==> src/design/tsg_pkg.sv <==
`default_nettype none
// ----------------------------------------------------------------------------
// tsg_pkg
// Shared types, constants and fixed-point helpers of the turtle segment
// generator.
// ----------------------------------------------------------------------------
package tsg_pkg;

  localparam int unsigned DefStackDepth = 64;

  localparam int unsigned CoordW  = 24;
  localparam int unsigned HeadW   = 6;
  localparam int unsigned StepW   = 16;
  localparam int unsigned DispW   = 18;
  localparam int unsigned CfgIdxW = 3;
  localparam int unsigned CfgDatW = 24;

  localparam logic [HeadW-1:0] HeadCount = 6'd48;

  localparam logic [CfgIdxW-1:0] CfgStepLength   = 3'd0;
  localparam logic [CfgIdxW-1:0] CfgAngleStep    = 3'd1;
  localparam logic [CfgIdxW-1:0] CfgStartHeading = 3'd2;
  localparam logic [CfgIdxW-1:0] CfgStartX       = 3'd3;
  localparam logic [CfgIdxW-1:0] CfgStartY       = 3'd4;
  localparam logic [CfgIdxW-1:0] CfgDrawMask     = 3'd5;

  localparam logic [7:0] SymF     = 8'h46;
  localparam logic [7:0] SymX     = 8'h58;
  localparam logic [7:0] SymY     = 8'h59;
  localparam logic [7:0] SymZ     = 8'h5A;
  localparam logic [7:0] SymPlus  = 8'h2B;
  localparam logic [7:0] SymMinus = 8'h2D;
  localparam logic [7:0] SymPush  = 8'h5B;
  localparam logic [7:0] SymPop   = 8'h5D;

  typedef enum logic [2:0] {
    OpNop,
    OpDraw,
    OpTurnMinus,
    OpTurnPlus,
    OpPush,
    OpPop
  } op_e;

  typedef enum logic [1:0] {
    StSegment   = 2'd0,
    StOverflow  = 2'd1,
    StUnderflow = 2'd2
  } status_e;

  typedef struct packed {
    op_e  op;
    logic first;
  } cmd_t;

  typedef struct packed {
    logic        [StepW-1:0]  step_length;
    logic        [HeadW-1:0]  angle_step;
    logic        [HeadW-1:0]  start_heading;
    logic signed [CoordW-1:0] start_x;
    logic signed [CoordW-1:0] start_y;
    logic        [3:0]        draw_mask;
  } cfg_t;

  typedef struct packed {
    logic        [HeadW-1:0]  heading;
    logic signed [CoordW-1:0] x;
    logic signed [CoordW-1:0] y;
  } pose_t;

  function automatic logic [HeadW-1:0] mod48(input logic [HeadW-1:0] v);
    mod48 = (v >= HeadCount) ? v - HeadCount : v;
  endfunction

  // Cosine of k * 7.5 degrees for k = 0..12, Q1.14.
  function automatic logic [14:0] cos_quarter(input logic [3:0] k);
    case (k)
      4'd0:    cos_quarter = 15'd16384;
      4'd1:    cos_quarter = 15'd16244;
      4'd2:    cos_quarter = 15'd15826;
      4'd3:    cos_quarter = 15'd15137;
      4'd4:    cos_quarter = 15'd14189;
      4'd5:    cos_quarter = 15'd12998;
      4'd6:    cos_quarter = 15'd11585;
      4'd7:    cos_quarter = 15'd9974;
      4'd8:    cos_quarter = 15'd8192;
      4'd9:    cos_quarter = 15'd6270;
      4'd10:   cos_quarter = 15'd4240;
      4'd11:   cos_quarter = 15'd2139;
      default: cos_quarter = 15'd0;
    endcase
  endfunction

  function automatic logic [HeadW-1:0] sin_heading(input logic [HeadW-1:0] h);
    sin_heading = (h >= 6'd12) ? h - 6'd12 : h + 6'd36;
  endfunction

  // Rounded step_length * cos(h), half away from zero; step_length Q8.8, result signed Q10.8.
  function automatic logic signed [DispW-1:0] disp(input logic [HeadW-1:0] h,
                                                   input logic [StepW-1:0] step);
    logic        neg;
    logic [3:0]  idx;
    logic [14:0] mag;
    logic [30:0] prod;
    logic [30:0] rnd;
    logic [16:0] r;
    if (h < 6'd12) begin
      neg = 1'b0;
      idx = h[3:0];
    end else if (h < 6'd24) begin
      neg = 1'b1;
      idx = 4'(6'd24 - h);
    end else if (h < 6'd36) begin
      neg = 1'b1;
      idx = 4'(h - 6'd24);
    end else begin
      neg = 1'b0;
      idx = 4'(HeadCount - h);
    end
    mag  = cos_quarter(idx);
    prod = 31'(step) * 31'(mag);
    rnd  = (prod + 31'd8192) >> 14;
    r    = rnd[16:0];
    disp = neg ? -$signed({1'b0, r}) : $signed({1'b0, r});
  endfunction

  function automatic logic signed [CoordW-1:0] sat_add(
      input logic signed [CoordW-1:0] a, input logic signed [DispW-1:0] b);
    logic signed [CoordW:0] s;
    s = {a[CoordW-1], a} + {{(CoordW+1-DispW){b[DispW-1]}}, b};
    if (s[CoordW] != s[CoordW-1]) begin
      sat_add = s[CoordW] ? {1'b1, {(CoordW-1){1'b0}}} : {1'b0, {(CoordW-1){1'b1}}};
    end else begin
      sat_add = s[CoordW-1:0];
    end
  endfunction

endpackage
`default_nettype wire

==> src/design/tsg_if.sv <==
`default_nettype none
// ----------------------------------------------------------------------------
// tsg_sym_if / tsg_seg_if
// Valid/ready channels for the symbol requests and the segment results.
// ----------------------------------------------------------------------------
interface tsg_sym_if;
  logic       valid;
  logic       ready;
  logic [7:0] symbol;
  logic       first;

  modport source (output valid, symbol, first, input ready);
  modport sink   (input valid, symbol, first, output ready);
endinterface

`default_nettype wire

==> src/design/tsg_front.sv <==
`default_nettype none
// ----------------------------------------------------------------------------
// tsg_front
// Accepts symbol requests, decodes them into turtle commands and forwards
// the ones with an effect, and any with first set, to the command queue.
// ----------------------------------------------------------------------------
module tsg_front import tsg_pkg::*; (
  tsg_sym_if.sink   sym_i,
  input  wire [3:0] draw_mask_i,
  input  wire       q_full_i,
  output logic      q_push_o,
  output cmd_t      q_cmd_o
);

  op_e op;

  always_comb begin
    unique case (sym_i.symbol)
      SymF:     op = draw_mask_i[0] ? OpDraw : OpNop;
      SymX:     op = draw_mask_i[1] ? OpDraw : OpNop;
      SymY:     op = draw_mask_i[2] ? OpDraw : OpNop;
      SymZ:     op = draw_mask_i[3] ? OpDraw : OpNop;
      SymPlus:  op = OpTurnMinus;
      SymMinus: op = OpTurnPlus;
      SymPush:  op = OpPush;
      SymPop:   op = OpPop;
      default:  op = OpNop;
    endcase
  end

  assign sym_i.ready   = ~q_full_i;
  assign q_cmd_o.op    = op;
  assign q_cmd_o.first = sym_i.first;
  assign q_push_o      = sym_i.valid & ~q_full_i & (sym_i.first | (op != OpNop));

endmodule
`default_nettype wire

==> src/flat_wrapper.sv <==
// flat-port wrapper written by rule: the top's interface ports become plain ports
module tsg_front_flat import tsg_pkg::*;
  (draw_mask_i, q_full_i, q_push_o, q_cmd_o, sym_i_valid, sym_i_symbol, sym_i_first, sym_i_ready);
  tsg_sym_if sym_i_i ();
  input  wire [3:0] draw_mask_i;
  input  wire q_full_i;
  output logic q_push_o;
  output cmd_t q_cmd_o;
  input wire logic [$bits(sym_i_i.valid)-1:0] sym_i_valid;
  input wire logic [$bits(sym_i_i.symbol)-1:0] sym_i_symbol;
  input wire logic [$bits(sym_i_i.first)-1:0] sym_i_first;
  output wire logic [$bits(sym_i_i.ready)-1:0] sym_i_ready;
  assign sym_i_i.valid = sym_i_valid;
  assign sym_i_i.symbol = sym_i_symbol;
  assign sym_i_i.first = sym_i_first;
  assign sym_i_ready = sym_i_i.ready;
  tsg_front u_core (.sym_i(sym_i_i), .draw_mask_i(draw_mask_i), .q_full_i(q_full_i), .q_push_o(q_push_o), .q_cmd_o(q_cmd_o));
endmodule
==> config.mk <==
export PLATFORM = sky130hd
export DESIGN_NAME = tsg_front_flat
export DESIGN_NICKNAME = d
export VERILOG_FILES = /design/src/design/tsg_pkg.sv /design/src/design/tsg_if.sv /design/src/design/tsg_front.sv /design/src/flat_wrapper.sv
export SDC_FILE = /design/constraint.sdc
export NUM_CORES = 1
export LEC_CHECK = 0
export BUFFER_PORTS_ARGS = -buffer_cell sky130_fd_sc_hd__buf_2
export CAP_MARGIN = 20
export CORE_AREA = 2 2 39 41
export DETAILED_ROUTE_END_ITERATION = 10
export DIE_AREA = 0 0 41 43
export GPL_TIMING_DRIVEN = 1
export PLACE_DENSITY = 0.43
export SYNTH_ARGS = -nofsm -noshare
export SYNTH_HDL_FRONTEND = slang
export SYNTH_SLANG_ARGS = --single-unit
==> constraint.sdc <==
create_clock -name vclk -period 1.8
set_input_delay 0.09 -clock vclk [all_inputs]
set_output_delay 0.09 -clock vclk [all_outputs]
set_load 0.01 [all_outputs]
==> impl_metrics.json <==
{
  "status": "complete, no violations",
  "p_seq_share_pct": 0,
  "n_antenna_cell": 0,
  "netlist_area_um2": 170,
  "clock_power_share_pct": 0,
  "grt_pass1_vias": 219,
  "comb_power_share_pct": 100.0,
  "cts_hold_buf": 0,
  "p_int_w": 0.0000266,
  "synthSimpleGateAreaFrac_pct": 56.6,
  "period_minus_slack_ns": 1.30,
  "synth_xor_area_share_pct": 9.56,
  "grt-ovfl-total": 0,
  "regArea_um2": 0,
  "endpoint_kind": "primary output",
  "synth_top_family_by_area": "simple AND/OR/NAND/NOR gates",
  "cp_max_fo": 4,
  "drc": 0,
  "clkbuf_count": 0,
  "cts_resized": 0,
  "first_pass_iters": 1,
  "final_nets": 58,
  "grt_max_degree": 6,
  "relSlewSlack_pct": 77.7,
  "powerDensity_nw_per_um2": 162,
  "nFlopsAndLatches": 0,
  "yosysSeqAreaShare_pct": 0,
  "netlist_instances": 21,
  "wire_per_inst_um": 8.53,
  "whs_path_depth": 2,
  "setup_viol": 0,
  "dpl.hpwl_um": 464,
  "ys_warn_count": 0,
  "fill_cells": 169,
  "port_buffers": 21,
  "syn_area_per_cell_um2": 8.10,
  "syn_nets": 36,
  "peakVddDrop_mv": 0.0438,
  "stdcell_count": 57,
  "p_sw_w": 0.0000200,
  "synth-compound-area-share_pct": 18.4,
  "syn2layout_area_growth_pct": 69.1,
  "slew_violations": 0,
  "cap_violations": 0,
  "synthMuxAreaShare_pct": 6.62,
  "postCtsSetupBuffers": 0,
  "fmax_mhz": 768,
  "critPathKind": "input pin to primary output",
  "cp.arrival_ns": 1.21,
  "io-pin-count": 21,
  "synth_fa_ha_area_share_pct": 0,
  "grtUsageTotal_pct": 6.60,
  "p_leak_nw": 0.168,
  "startpoint_type": "input pin",
  "core.rowCount": 14,
  "drt_iter0_drc": 0,
  "grt_setup_unrepaired": "no",
  "hold_viol": 0,
  "final_cell_mix": "buf_2 (21), and3b_1 (4), nor3b_1 (3)",
  "layout-drive-gt1-share_pct": 56.1,
  "antenna_left": 0,
  "dr_total_vias": 237,
  "die_width_um": 41,
  "antenna_found_initial": 0,
  "fin_crit_sh_pct": 72.3,
  "switching_share_pct": 42.9,
  "required_ns": 1.71,
  "mostFrequentLayoutCell": "buf_2",
  "start_util_pct": 12.3,
  "die_y_um": 43,
  "tightest_slew_ns": 0.333,
  "die-area_um2": 1760,
  "dpl.cell_count": 57,
  "drt-total-wl_um": 486,
  "min_path_type": "input pin to primary output",
  "gp_congestion": 0.686,
  "fin_setup_tns_ns": 0,
  "coreArea_um2": 1380,
  "ys_types": 14,
  "grt_pass1_wl_um": 890,
  "routed_via_density": 4.16
}
-- through the flow --
stage	power (W)	cell area (um^2)	hold WS [ns]	setup WS [ns]	utilization, %
after floorplan	0.0000216	170	0.231	0.629	-
after global placement	0.0000480	288	0.377	0.478	20.8
after detailed placement	0.0000471	288	0.377	0.489	20.8
after CTS	0.0000473	288	0.378	0.486	20.8
after global routing	0.0000535	288	0.398	0.287	20.8
final	0.0000467	288	0.377	0.499	20.8
-- final cells by class --
class | instances | area [um^2] | area share, %
inverters | 2 | 7.51 | 2.61
multi-input cells | 18 | 155 | 53.9
well taps | 16 | 20.0 | 6.96
repair buffers | 21 | 105 | 36.5
-- power groups by stage --
stage | Sequential [W] | Combinational, W | Clock [W]
floorplan | 0 | 0.0000216 | 0
global placement | 0 | 0.0000480 | 0
detailed placement | 0 | 0.0000471 | 0
CTS | 0 | 0.0000473 | 0
global route | 0 | 0.0000535 | 0
finish | 0 | 0.0000467 | 0
-- layer usage --
metal	global-route usage [%]	vias up	wire length, um
met5	0	-	0
met3	0	0	51
li1	-	124	-
met1	10.5	98	225
met4	0	0	0
met2	10.3	15	209
-- cell usage after synthesis --
| master | n | area [um^2] |
|---|---|---|
| and3b_1 | 4 | 35.0 |
| nor4bb_1 | 1 | 10.0 |
| inv_1 | 2 | 7.51 |
| or3_1 | 1 | 6.26 |
| a21oi_1 | 1 | 5.00 |
| o211ai_1 | 1 | 7.51 |
| o211a_1 | 1 | 10.0 |
| xnor2_2 | 1 | 16.3 |
| mux2_2 | 1 | 11.3 |
| nor3b_1 | 3 | 22.5 |
| buf_4 | 1 | 7.51 |
| nand3_1 | 1 | 5.00 |
| nand4b_1 | 2 | 17.5 |
| o2111ai_1 | 1 | 8.76 |
-- critical path: stages --
cell,delay [ns]
buf_2,0.12
and3b_1,0.18
and3b_1,0.18
or3_1,0.30
o211a_1,0.20
buf_2,0.13
-- logic make-up (layout without fill, tap and decap cells) --
family / Yosys count / in the layout
buf+inv: 3 / 23
compound gates: 4 / 4
xor+xnor: 1 / 1
mux: 1 / 1
simple gates: 12 / 12
-- worst paths after layout --
kind | start | to | slack [ns]
max | sym_i_symbol[3] | q_push_o | 0.50
min | sym_i_first | q_cmd_o[0] | 0.38
(Power assumes the default switching activity.)
