**config.mk**
```make
export PLATFORM = sky130hd
export DESIGN_NAME = tsg_fifo
export DESIGN_NICKNAME = d
export VERILOG_FILES = /design/src/design/tsg_pkg.sv /design/src/design/tsg_fifo.sv
export SDC_FILE = /design/constraint.sdc
export NUM_CORES = 1
export LEC_CHECK = 0
export BUFFER_PORTS_ARGS = -buffer_cell sky130_fd_sc_hd__buf_2
export CAP_MARGIN = 20
export CORE_AREA = 2 2 49 51
export CTS_BUF_LIST = sky130_fd_sc_hd__clkbuf_2 sky130_fd_sc_hd__clkbuf_4 sky130_fd_sc_hd__clkbuf_8
export CTS_CLUSTER_SIZE = 40
export DETAILED_ROUTE_END_ITERATION = 10
export DIE_AREA = 0 0 51 53
export GPL_ROUTABILITY_DRIVEN = 0
export PLACE_DENSITY = 0.7
export SETUP_SLACK_MARGIN = 0.4
export SYNTH_ARGS = -nofsm -noshare
export SYNTH_HDL_FRONTEND = slang
export SYNTH_SLANG_ARGS = --single-unit
export TNS_END_PERCENT = 1
```
**constraint.sdc**
```tcl
create_clock -name clk_i -period 2.3 [get_ports clk_i]
set_clock_uncertainty 0.05 [all_clocks]
set_input_delay 0.115 -clock clk_i [delete_from_list [all_inputs] [get_ports clk_i]]
set_output_delay 0.115 -clock clk_i [all_outputs]
set_load 0.05 [all_outputs]
```
**src/design/tsg_pkg.sv**
```systemverilog
`default_nettype none
// ----------------------------------------------------------------------------
// tsg_pkg
// Shared types, constants and fixed-point helpers of the turtle segment
// generator.
// ----------------------------------------------------------------------------
package tsg_pkg;

  localparam int unsigned DefStackDepth = 64;

  localparam int unsigned CoordW  = 24;
  localparam int unsigned HeadW   = 6;
  localparam int unsigned StepW   = 16;
  localparam int unsigned DispW   = 18;
  localparam int unsigned CfgIdxW = 3;
  localparam int unsigned CfgDatW = 24;

  localparam logic [HeadW-1:0] HeadCount = 6'd48;

  localparam logic [CfgIdxW-1:0] CfgStepLength   = 3'd0;
  localparam logic [CfgIdxW-1:0] CfgAngleStep    = 3'd1;
  localparam logic [CfgIdxW-1:0] CfgStartHeading = 3'd2;
  localparam logic [CfgIdxW-1:0] CfgStartX       = 3'd3;
  localparam logic [CfgIdxW-1:0] CfgStartY       = 3'd4;
  localparam logic [CfgIdxW-1:0] CfgDrawMask     = 3'd5;

  localparam logic [7:0] SymF     = 8'h46;
  localparam logic [7:0] SymX     = 8'h58;
  localparam logic [7:0] SymY     = 8'h59;
  localparam logic [7:0] SymZ     = 8'h5A;
  localparam logic [7:0] SymPlus  = 8'h2B;
  localparam logic [7:0] SymMinus = 8'h2D;
  localparam logic [7:0] SymPush  = 8'h5B;
  localparam logic [7:0] SymPop   = 8'h5D;

  typedef enum logic [2:0] {
    OpNop,
    OpDraw,
    OpTurnMinus,
    OpTurnPlus,
    OpPush,
    OpPop
  } op_e;

  typedef enum logic [1:0] {
    StSegment   = 2'd0,
    StOverflow  = 2'd1,
    StUnderflow = 2'd2
  } status_e;

  typedef struct packed {
    op_e  op;
    logic first;
  } cmd_t;

  typedef struct packed {
    logic        [StepW-1:0]  step_length;
    logic        [HeadW-1:0]  angle_step;
    logic        [HeadW-1:0]  start_heading;
    logic signed [CoordW-1:0] start_x;
    logic signed [CoordW-1:0] start_y;
    logic        [3:0]        draw_mask;
  } cfg_t;

  typedef struct packed {
    logic        [HeadW-1:0]  heading;
    logic signed [CoordW-1:0] x;
    logic signed [CoordW-1:0] y;
  } pose_t;

  function automatic logic [HeadW-1:0] mod48(input logic [HeadW-1:0] v);
    mod48 = (v >= HeadCount) ? v - HeadCount : v;
  endfunction

  // Cosine of k * 7.5 degrees for k = 0..12, Q1.14.
  function automatic logic [14:0] cos_quarter(input logic [3:0] k);
    case (k)
      4'd0:    cos_quarter = 15'd16384;
      4'd1:    cos_quarter = 15'd16244;
      4'd2:    cos_quarter = 15'd15826;
      4'd3:    cos_quarter = 15'd15137;
      4'd4:    cos_quarter = 15'd14189;
      4'd5:    cos_quarter = 15'd12998;
      4'd6:    cos_quarter = 15'd11585;
      4'd7:    cos_quarter = 15'd9974;
      4'd8:    cos_quarter = 15'd8192;
      4'd9:    cos_quarter = 15'd6270;
      4'd10:   cos_quarter = 15'd4240;
      4'd11:   cos_quarter = 15'd2139;
      default: cos_quarter = 15'd0;
    endcase
  endfunction

  function automatic logic [HeadW-1:0] sin_heading(input logic [HeadW-1:0] h);
    sin_heading = (h >= 6'd12) ? h - 6'd12 : h + 6'd36;
  endfunction

  // Rounded step_length * cos(h), half away from zero; step_length Q8.8, result signed Q10.8.
  function automatic logic signed [DispW-1:0] disp(input logic [HeadW-1:0] h,
                                                   input logic [StepW-1:0] step);
    logic        neg;
    logic [3:0]  idx;
    logic [14:0] mag;
    logic [30:0] prod;
    logic [30:0] rnd;
    logic [16:0] r;
    if (h < 6'd12) begin
      neg = 1'b0;
      idx = h[3:0];
    end else if (h < 6'd24) begin
      neg = 1'b1;
      idx = 4'(6'd24 - h);
    end else if (h < 6'd36) begin
      neg = 1'b1;
      idx = 4'(h - 6'd24);
    end else begin
      neg = 1'b0;
      idx = 4'(HeadCount - h);
    end
    mag  = cos_quarter(idx);
    prod = 31'(step) * 31'(mag);
    rnd  = (prod + 31'd8192) >> 14;
    r    = rnd[16:0];
    disp = neg ? -$signed({1'b0, r}) : $signed({1'b0, r});
  endfunction

  function automatic logic signed [CoordW-1:0] sat_add(
      input logic signed [CoordW-1:0] a, input logic signed [DispW-1:0] b);
    logic signed [CoordW:0] s;
    s = {a[CoordW-1], a} + {{(CoordW+1-DispW){b[DispW-1]}}, b};
    if (s[CoordW] != s[CoordW-1]) begin
      sat_add = s[CoordW] ? {1'b1, {(CoordW-1){1'b0}}} : {1'b0, {(CoordW-1){1'b1}}};
    end else begin
      sat_add = s[CoordW-1:0];
    end
  endfunction

endpackage
`default_nettype wire

```
**src/design/tsg_fifo.sv**
```systemverilog
`default_nettype none
// ----------------------------------------------------------------------------
// tsg_fifo
// Four-entry command queue between the decoder and the pose engine.
// ----------------------------------------------------------------------------
module tsg_fifo import tsg_pkg::*; (
  input  wire  clk_i,
  input  wire  rst_ni,
  input  wire  push_i,
  input  cmd_t push_cmd_i,
  output logic full_o,
  input  wire  pop_i,
  output logic valid_o,
  output cmd_t cmd_o
);

  localparam int unsigned Depth = 4;
  localparam int unsigned PtrW  = $clog2(Depth);

  cmd_t              entry_q [Depth];
  logic [PtrW-1:0]   wr_ptr_q, wr_ptr_d;
  logic [PtrW-1:0]   rd_ptr_q, rd_ptr_d;
  logic [PtrW:0]     count_q, count_d;

  assign full_o  = (count_q == (PtrW+1)'(Depth));
  assign valid_o = (count_q != '0);
  assign cmd_o   = entry_q[rd_ptr_q];

  always_comb begin
    wr_ptr_d = push_i ? wr_ptr_q + 1'b1 : wr_ptr_q;
    rd_ptr_d = pop_i ? rd_ptr_q + 1'b1 : rd_ptr_q;
    count_d  = count_q + (PtrW+1)'(push_i) - (PtrW+1)'(pop_i);
  end

  always_ff @(posedge clk_i or negedge rst_ni) begin
    if (!rst_ni) begin
      wr_ptr_q <= '0;
      rd_ptr_q <= '0;
      count_q  <= '0;
    end else begin
      wr_ptr_q <= wr_ptr_d;
      rd_ptr_q <= rd_ptr_d;
      count_q  <= count_d;
    end
  end

  always_ff @(posedge clk_i) begin
    if (push_i) begin
      entry_q[wr_ptr_q] <= push_cmd_i;
    end
  end

endmodule
`default_nettype wire

```
==> impl_metrics.yaml, run 1 <==
grt:
  grt_pass1_vias: 500
  grt_start_max_net_pins: 13
  antenna_found_initial: 0
  grt_overflow_total: 0
  grt_pass1_wl_mm: 2.22
  grt_use_total: 0.119
layout:
  area_growth_pct: 18.5
  utilization: 0.534
  drive_gt1_frac: 0.273
  seq_area_um2: 656
  fillCellCount: 172
  multi_input_area_um2: 279
  fin_nets: 93
  diodes: 0
place:
  hpwlAfterDp_um: 930
  dp_slack_ns: 0.622
  port_buffers: 13
sta:
  setup_viol: 0
  drv_slew: 0
  hold_slack_ns: 0.0283
  fin_crit_ns: 1.79
  period_share: 0.777
  relSlewSlack: 0.782
  finalHoldViolations: 0
  setup_slack_ns: 0.512
  fmax_mhz: 559
  rsz0062_at_grt: "no"
  setup_tns_ns: 0
  worst_pin_slew_ns: 0.327
setup_path:
  crit_path_end_kind: "flop"
  worstPathMaxFanout: 3
  path_common_cell: "ha_1"
  r2r_start: "count_q[0]"
  cp.required_ns: 2.45
  worst-setup-path-type: "input pin to flop"
  cp_cell_sequence: "dlygate4sd3_1 > buf_2 > ha_1 > inv_1 > ha_1 > fa_1 > xor2_1 > xnor2_1"
  r2r-end: "count_q[2]"
  slowest_stage: "dlygate4sd3_1"
  cpPeakStageDelay_ns: 0.54
  arrival_ns: 1.94
  r2r_cells: 7
  r2r_slack_ns: 0.62
  start_kind: "input pin"
synthesis:
  syn_avg_cell_area_um2: 17.6
  synthCells: 55
  ys_types: 14
  ys_top_cells_by_area: "edfxtp_1, dfrtp_1, mux4_2"
  ys_seq_area_frac: 0.677
  async_reset_ff_frac: 0.304
  netlist_top_cells_count: "edfxtp_1, dfrtp_1, ha_1, inv_1"
  yosysMostFrequentCell: "edfxtp_1"
  synth_top_area_frac: 0.496
  syn-cell-area_um2: 968
  synth_enable_flop_cells: 16
  yosys_warnings: 0
  synth_nets: 70
  synth-seq-cells: 23
  synth_top_area_cell: "edfxtp_1"
  ys.flop_type: "edfxtp_1"
floorplanning:
  initial_core_util: 0.451
  die_w_um: 51
  coreArea_um2: 2150
  die_area_um2: 2700
  fp.dieH_um: 53
  ios: 14
  num_rows: 17
clock_network:
  cts_root_buffer: "clkbuf_4"
  path_clk_slew_ns: 0.12
  tritoncts: "built"
  cts_buffer_depth: 2
  ctsHoldBuffers: 6
  clk_latency_ns: 0.30
  cts_resized: 0
  cts_buffers: 3
  post_cts_buffers: 0
  h-tree-depth: 1
  clock-sinks: 23
worst_hold_path:
  hp-class: "input pin to flop"
  min_from: "push_i"
  min_to: "wr_ptr_q[0]"
  hold_depth: 2
routing:
  ant_nets: 0
  drc: 0
  vias: 490
  wl_mm: 1.29
  first_pass_iters: 2
  drtIter0Drc: 5
  wl_per_cell_um: 12.3
  viasPerCell: 4.67
power_and_ir_drop:
  ir_drop_uv: 748
  total_leakage_power_nw: 0.473
  p_per_area_nw_per_um2: 1250
status:
  status: "completed"
run:
  max_cap_viol_count: 0
registers in the layout (all words and copies together) (netlist names):
name	cells
entry_q	16
rd_ptr_q	2
wr_ptr_q	2
count_q	3
stage by stage:
step / instance area (um^2) / cells / power [mW]
after detailed placement: 1060 / 95 / 1.27
after global placement: 1060 / 95 / 1.25
after global routing: 1150 / 105 / 1.54
after CTS: 1150 / 105 / 1.46
final: 1150 / 105 / 1.43
after floorplan: 968 / 55 / 1.15
critical path: cells and delay by family:
family,cells,cell delay [ns]
buf+inv,3,0.72
fa+ha+maj,3,0.82
xor+xnor,2,0.28
metal layers:
metal	vias up	part of all wire	routed length, um	track usage
li1	242	-	-	-
met1	234	0.43	554	0.138
met2	10	0.51	661	0.203
met3	4	0.036	46	0.0282
met4	0	0.022	29	0.0676
met5	-	0	0	0
report_power, final:
| group | internal [mW] | switching [mW] | total (mW) | leakage (nW) |
|---|---|---|---|---|
| clock | 0.0793 | 0.109 | 0.188 | 0.0184 |
| sequential | 0.568 | 0.0938 | 0.662 | 0.229 |
| combinational | 0.219 | 0.366 | 0.584 | 0.226 |
worst max-delay path by stage:
stage	start	end	slack [ns]	cells past startpoint
final	pop_i	count_q[2]	0.51	8
after global routing	rd_ptr_q[0]	cmd_o[2]	0.42	2
after CTS	rd_ptr_q[0]	cmd_o[0]	0.45	2
after detailed placement	count_q[0]	count_q[2]	0.62	7
after global placement	count_q[0]	count_q[2]	0.66	7
after floorplan	count_q[0]	count_q[2]	0.68	7
layout make-up:
| class | instances | share of cell area |
|---|---|---|
| Multi-Input combinational cell | 25 | 0.243 |
| Timing Repair Buffer | 19 | 0.109 |
| Sequential cell | 23 | 0.571 |
| Tap cell | 28 | 0.0305 |
| Clock buffer | 4 | 0.0262 |
| Inverter | 6 | 0.0196 |
logic make-up after synthesis:
family | count (synthesis) | share of synthesized area
flops | 23 | 0.677
simple gates | 8 | 0.0465
buf+inv | 7 | 0.0349
fa+ha+maj | 7 | 0.0982
xor+xnor | 5 | 0.0452
mux | 4 | 0.0930
compound gates | 1 | 0.00516
placed cells by master (no fill, tap or decap), drive strengths merged:
cell type	n
o21ai	1
ha	6
buf	13
nand2	2
or3	1
xnor2	2
fa	1
and2	4
clkbuf	4
inv	6
xor2	3
dfrtp	7
and3	1
mux4	4
edfxtp	16
dlygate4sd3	6
(Power assumes the default switching activity.)
==> run 2, diff against run 1 <==
--- a/config.mk
+++ b/config.mk
@@ -5,15 +5,16 @@
 export SDC_FILE = /design/constraint.sdc
 export NUM_CORES = 1
 export LEC_CHECK = 0
+export ABC_AREA = 1
 export BUFFER_PORTS_ARGS = -buffer_cell sky130_fd_sc_hd__buf_2
 export CAP_MARGIN = 20
-export CORE_AREA = 2 2 49 51
+export CORE_AREA = 2 2 52 54
 export CTS_BUF_LIST = sky130_fd_sc_hd__clkbuf_2 sky130_fd_sc_hd__clkbuf_4 sky130_fd_sc_hd__clkbuf_8
 export CTS_CLUSTER_SIZE = 40
 export DETAILED_ROUTE_END_ITERATION = 10
-export DIE_AREA = 0 0 51 53
+export DIE_AREA = 0 0 54 56
 export GPL_ROUTABILITY_DRIVEN = 0
-export PLACE_DENSITY = 0.7
+export PLACE_DENSITY = 0.71
 export SETUP_SLACK_MARGIN = 0.4
 export SYNTH_ARGS = -nofsm -noshare
 export SYNTH_HDL_FRONTEND = slang
==> constraint.sdc (replaced) <==
create_clock -name clk_i -period 1.6 [get_ports clk_i]
set_clock_uncertainty 0.05 [all_clocks]
set_input_delay 0.08 -clock clk_i [delete_from_list [all_inputs] [get_ports clk_i]]
set_output_delay 0.08 -clock clk_i [all_outputs]
set_load 0.05 [all_outputs]
==> run 2 against run 1 <==
The run now ends with negative setup slack left; register-to-register slack worse by 0.65 ns; sequential share of layout area shrank 15 points; synthesized cell count is 96% higher; clock-buffer cell count is 1 lower; combinational power grew to 3.1 times the previous value; worst hold slack better by 0.021 ns; cell count increased by 54%; global-route usage is 2.7 points higher; via count increased by 59%; sequential power increased by 47%; clock power up 37%; power up 110%; largest power group is now combinational cells.
==> impl_metrics.yaml, run 2 <==
layout:
  largest_reg_flops: 16
  utilization: 0.637
  top_register: "entry_q"
  layout.cells.most_common_list: "inv_1, edfxtp_1, nand2_1"
  diodes: 0
  fin_nets: 148
  area_growth_pct: 42.6
  layout_commonest_cell: "inv_1"
  drive_gt1_frac: 0.515
  top_regs: "entry_q x16, count_q x3"
worst_hold_path:
  hp-class: "input pin to flop"
setup_path:
  worstPathMaxFanout: 2
  worst-setup-path-type: "flop to flop"
  cpPeakStageDelay_ns: 0.38
  cp_cell_sequence: "inv_2 > ha_4 > inv_2 > ha_4 > fa_2 > inv_2 > nand2_2 > nand2_1 > nand2_1 > nand2_1"
  crit_path_end_kind: "flop"
  slowest_stage: "dfrtp_1"
  start_kind: "flop"
  arrival_ns: 1.83
  path_delay_family: "adder cells"
  cp.required_ns: 1.80
  worstPathBufferInverterCount: 3
routing:
  ant_nets: 0
  drtIter0Drc: 27
  wl_mm: 2.16
  first_pass_iters: 4
  wl_per_cell_um: 13.3
  vias: 779
  viasPerCell: 4.81
  drc: 0
synthesis:
  yosysMostFrequentCell: "nand2_1"
  synthCells: 108
  synth_top_area_frac: 0.442
  ys_seq_area_frac: 0.603
  ys.flop_type: "edfxtp_1"
  syn-cell-area_um2: 1090
  synth_top_area_cell: "edfxtp_1"
  synth_nets: 123
  ys_top_cells_by_area: "edfxtp_1, dfrtp_1, nand2_1"
  synth_enable_flop_cells: 16
  syn_avg_cell_area_um2: 10.1
  async_reset_ff_frac: 0.304
  synth-seq-cells: 23
  yosys_warnings: 0
  netlist_top_cells_count: "nand2_1, inv_1, edfxtp_1"
  ys_types: 14
sta:
  period_share: 1.02
  fmax_mhz: 613
  drv_slew: 0
  setup_slack_ns: -0.0322
  finalHoldViolations: 0
  hold_slack_ns: 0.0497
  relSlewSlack: 0.853
  setup_viol: 1
  worst_pin_slew_ns: 0.220
  rsz0062_at_grt: "yes"
  fin_crit_ns: 1.63
grt:
  grt_pass1_vias: 767
  grt_start_max_net_pins: 14
  grt_pass1_wl_mm: 3.23
  antenna_found_initial: 0
  grt_overflow_total: 0
  grt_use_total: 0.147
clock_network:
  cts_buffers: 3
  cts_root_buffer: "clkbuf_4"
  tritoncts: "built"
  path_clk_slew_ns: 0.12
  cts_buffer_depth: 2
  clk_latency_ns: 0.30
  clock-sinks: 23
  h-tree-depth: 1
power_and_ir_drop:
  power_mw: 3.04
  p_int_mw: 1.64
  total_leakage_power_nw: 0.730
  p_sw_frac: 0.462
  p_per_area_nw_per_um2: 1960
  power.switching_mw: 1.41
  ir_drop_uv: 1300
  seq_power_share: 0.321
  clkPwrFrac: 0.085
  pwr-share-comb: 0.594
status:
  violations: "negative setup slack"
  status: "finished with violations"
floorplanning:
  fp.dieH_um: 56
  num_rows: 18
  die_w_um: 54
  initial_core_util: 0.447
  die_area_um2: 3020
  ios: 14
  coreArea_um2: 2430
place:
  port_buffers: 13
  hpwlAfterDp_mm: 1.28
run:
  max_cap_viol_count: 0
[run 2: layout make-up]
| type | count | area, um^2 |
|---|---|---|
| flip-flops and latches | 23 | 658 |
| fillers | 189 | 882 |
| repair buffers | 22 | 216 |
| well taps | 30 | 37.5 |
| multi-input cells | 53 | 488 |
| clock inverters | 1 | 5.00 |
| clock buffers | 3 | 22.5 |
| inverters | 30 | 123 |
[run 2: worst register-to-register path: cells and delay by family, from the launching register on]
kind | cells | cell delay (ns)
buf+inv | 3 | 0.16
fa+ha+maj | 3 | 0.75
flops | 1 | 0.38
simple gates | 4 | 0.23
[run 2: per-layer routing]
metal / wire length, um / up-vias / track usage
li1: - / 377 / -
met1: 898 / 380 / 0.183
met2: 1160 / 20 / 0.247
met3: 86 / 2 / 0.0269
met4: 15 / 0 / 0.0500
met5: 0 / - / 0
[run 2: power groups by stage]
stage	registers (mW)	clock network (mW)	logic (mW)
finish	0.976	0.257	1.81
global route	0.997	0.290	1.94
CTS	0.927	0.269	1.46
detailed placement	0.925	0	1.15
global placement	0.925	0	1.09
floorplan	0.907	0	0.893
[run 2: what timing repair did]
item | 4_1_cts | 5_1_grt
endpoints found under the setup margin | 20 | 25
pin swaps | 16 | 16
hold buffers | 6 | 0
hold endpoints to repair | 26 | 0
gates resized for setup | 39 | 38
cloned | 0 | 0
buffers inserted | 0 | 1
[run 2: through the flow]
stage / setup TNS (ns) / setup WS, ns / instances / cell area (um^2)
3_5_place_dp: -0.0346 / -0.0346 / 151 / 1190
3_3_place_gp: 0 / 0.0316 / 151 / 1190
2_1_floorplan: 0 / 0.0285 / 108 / 1090
4_1_cts: -0.0367 / -0.0367 / 161 / 1390
5_1_grt: -0.104 / -0.104 / 162 / 1550
6_report: -0.0322 / -0.0322 / 162 / 1550
[run 2: path summary, 6_finish.rpt]
| check | start | endpoint | slack, ns | cells after the start |
|---|---|---|---|---|
| hold reg to reg | count_q[2] | count_q[2] | 0.45 | 2 |
| setup reg to reg | count_q[0] | count_q[2] | -0.03 | 10 |
| hold / removal | push_i | wr_ptr_q[1] | 0.05 | 3 |
| max in group asynchronous | rst_ni | rd_ptr_q[1] | 1.24 | 2 |
| setup / recovery | count_q[0] | count_q[2] | -0.03 | 10 |
| min in group asynchronous | rst_ni | count_q[1] | 0.08 | 2 |
[run 2: logic make-up after synthesis]
logic type               share of synthesized area
AND/OR/NAND/NOR                              0.160
adder cells (fa/ha/maj)                     0.0875
flip-flops                                   0.603
AO/OA/AOI/OAI                              0.00460
XOR/XNOR                                    0.0242
buffers and inverters                        0.121
==> run 3, diff against run 2 <==
--- a/config.mk
+++ b/config.mk
@@ -5,16 +5,15 @@
 export SDC_FILE = /design/constraint.sdc
 export NUM_CORES = 1
 export LEC_CHECK = 0
-export ABC_AREA = 1
 export BUFFER_PORTS_ARGS = -buffer_cell sky130_fd_sc_hd__buf_2
 export CAP_MARGIN = 20
-export CORE_AREA = 2 2 52 54
+export CORE_AREA = 2 2 49 51
 export CTS_BUF_LIST = sky130_fd_sc_hd__clkbuf_2 sky130_fd_sc_hd__clkbuf_4 sky130_fd_sc_hd__clkbuf_8
 export CTS_CLUSTER_SIZE = 40
 export DETAILED_ROUTE_END_ITERATION = 10
-export DIE_AREA = 0 0 54 56
+export DIE_AREA = 0 0 51 53
 export GPL_ROUTABILITY_DRIVEN = 0
-export PLACE_DENSITY = 0.71
+export PLACE_DENSITY = 0.72
 export SETUP_SLACK_MARGIN = 0.4
 export SYNTH_ARGS = -nofsm -noshare
 export SYNTH_HDL_FRONTEND = slang
==> run 3 against run 2 <==
The run still ends with negative setup slack left; core utilization is 5.4 points lower; clock power is 3% lower; sequential cell count stayed put; cell count is 34% lower; worst hold slack worse by 0.044 ns; register-to-register slack worse by 0.05 ns; maximum frequency is 3.1% lower; routed wire length is 31% lower; largest cell class unchanged.
==> impl_metrics.yaml, run 3 (synthesized netlist as in run 1, its figures left out) <==
routing:
  wl_mm: 1.50
  viasPerCell: 4.70
  vias: 503
  first_pass_iters: 1
  wl_per_cell_um: 14.0
  ant_nets: 0
  drtIter0Drc: 0
  drc: 0
clock_network:
  cts_buffers: 3
  h-tree-depth: 1
  clock-sinks: 23
  path_clk_slew_ns: 0.12
  cts_root_buffer: "clkbuf_4"
  clk_latency_ns: 0.30
  tritoncts: "built"
  cts_buffer_depth: 2
sta:
  setup_viol: 1
  relSlewSlack: 0.836
  rsz0062_at_grt: "yes"
  fmax_mhz: 593
  drv_slew: 0
  period_share: 1.05
  fin_crit_ns: 1.69
  finalHoldViolations: 0
  setup_slack_ns: -0.0851
  hold_slack_ns: 0.00545
  worst_pin_slew_ns: 0.247
grt:
  antenna_found_initial: 0
  use_met2: 0.236
  grt_overflow_total: 0
  grt_pass1_vias: 539
  met1_usage: 0.148
  grt.met3_usage: 0.0282
  grt_start_max_net_pins: 14
  grt_pass1_wl_mm: 2.44
  grt_use_total: 0.134
  grt-busiest-layer: "met2"
run:
  max_cap_viol_count: 0
place:
  dp_slack_ns: -0.0465
  placed_cell_area_um2: 1060
  port_buffers: 13
setup_path:
  arrival_ns: 1.85
  start_kind: "flop"
  cp.required_ns: 1.77
  crit_path_end_kind: "flop"
  worstPathMaxFanout: 2
  worst-setup-path-type: "flop to flop"
layout:
  fillCellCount: 173
  largest_reg_flops: 16
  diodes: 0
  top_register: "entry_q"
  utilization: 0.583
  drive_gt1_frac: 0.456
  layout_commonest_cell: "edfxtp_1"
  area_growth_pct: 29.3
  layout.cells.most_common_list: "edfxtp_1, dlygate4sd3_1, buf_2"
  fin_nets: 95
  final_cell_area_um2: 1250
  top_regs: "entry_q x16, count_q x3"
floorplanning:
  die_area_um2: 2700
  coreArea_um2: 2150
  initial_core_util: 0.451
  die_w_um: 51
  num_rows: 17
  ios: 14
  fp.dieH_um: 53
power_and_ir_drop:
  power.switching_mw: 0.916
  p_sw_frac: 0.393
  clkPwrFrac: 0.107
  ir_drop_uv: 818
  total_leakage_power_nw: 0.494
  p_per_area_nw_per_um2: 1860
  pwr-share-comb: 0.478
  p_int_mw: 1.42
  seq_power_share: 0.415
worst_hold_path:
  hp-class: "input pin to flop"
status:
  violations: "negative setup slack"
  status: "finished with violations"
-- run 3: cell types whose count changed in the layout (fill, tap and decap cells not counted), sizes merged --
cell         delta
and2            +4
and3            +1
buf             -2
dlygate4sd3     +1
inv            -24
mux4            +4
nand2          -29
nand3          -10
nor3            -1
or3             +1
xnor2           +2
-- run 3: layout make-up --
cell class | count | area, um^2 | share of cell area
Clock inverter | 1 | 5.00 | 0.00400
Timing Repair Buffer | 21 | 180 | 0.144
Clock buffer | 3 | 22.5 | 0.0180
Multi-Input combinational cell | 25 | 329 | 0.263
Tap cell | 28 | 35.0 | 0.0280
Inverter | 6 | 22.5 | 0.0180
Sequential cell | 23 | 658 | 0.525
-- run 3: worst max-delay path, stage by stage, from the launching register on --
cell and delay (ns):
dfrtp_1 0.36, inv_1 0.05, ha_1 0.26, inv_1 0.04
ha_2 0.16, fa_2 0.35, xor2_2 0.16, xnor2_1 0.18
-- run 3: stage by stage --
stage | power [mW] | cells | setup TNS, ns
3_3_place_gp | 1.81 | 95 | -0.000139
3_5_place_dp | 1.84 | 95 | -0.0465
2_1_floorplan | 1.66 | 55 | 0
5_1_grt | 2.48 | 107 | -0.478
6_report | 2.33 | 107 | -0.0851
4_1_cts | 2.27 | 107 | -0.106
-- run 3: power by group through the flow --
stage	Combinational [mW]	Sequential, mW	Clock (mW)
after floorplan	0.760	0.904	0
after global placement	0.843	0.966	0
after detailed placement	0.865	0.976	0
after CTS	1.06	0.957	0.260
after global routing	1.20	1.00	0.284
final	1.11	0.969	0.250
-- run 3: layer usage --
metal / up-vias / share of wire / wire length (um)
li1: 241 / - / -
met5: - / 0 / 0
met1: 253 / 0.39 / 585
met2: 7 / 0.57 / 852
met3: 2 / 0.025 / 37
met4: 0 / 0.015 / 22
-- run 3: path summary, 6_finish.rpt --
path / to / from / slack, ns / cells after the start
worst max-delay path: count_q[2] / count_q[0] / -0.09 / 7
worst min-delay path: wr_ptr_q[0] / push_i / 0.005 / 2
worst max register to register: count_q[2] / count_q[0] / -0.09 / 7
worst min register to register: count_q[2] / count_q[2] / 0.49 / 1
max in group asynchronous: rd_ptr_q[0] / rst_ni / 1.24 / 2
min in group asynchronous: count_q[0] / rst_ni / 0.09 / 2
-- run 3: what timing repair did --
action,CTS,global route
hold buffers,7,0
gates resized for setup,20,11
pin swaps,0,1
setup buffers,1,0
endpoints found under the hold margin,24,0
setup endpoints to repair,20,22
gates cloned,0,0
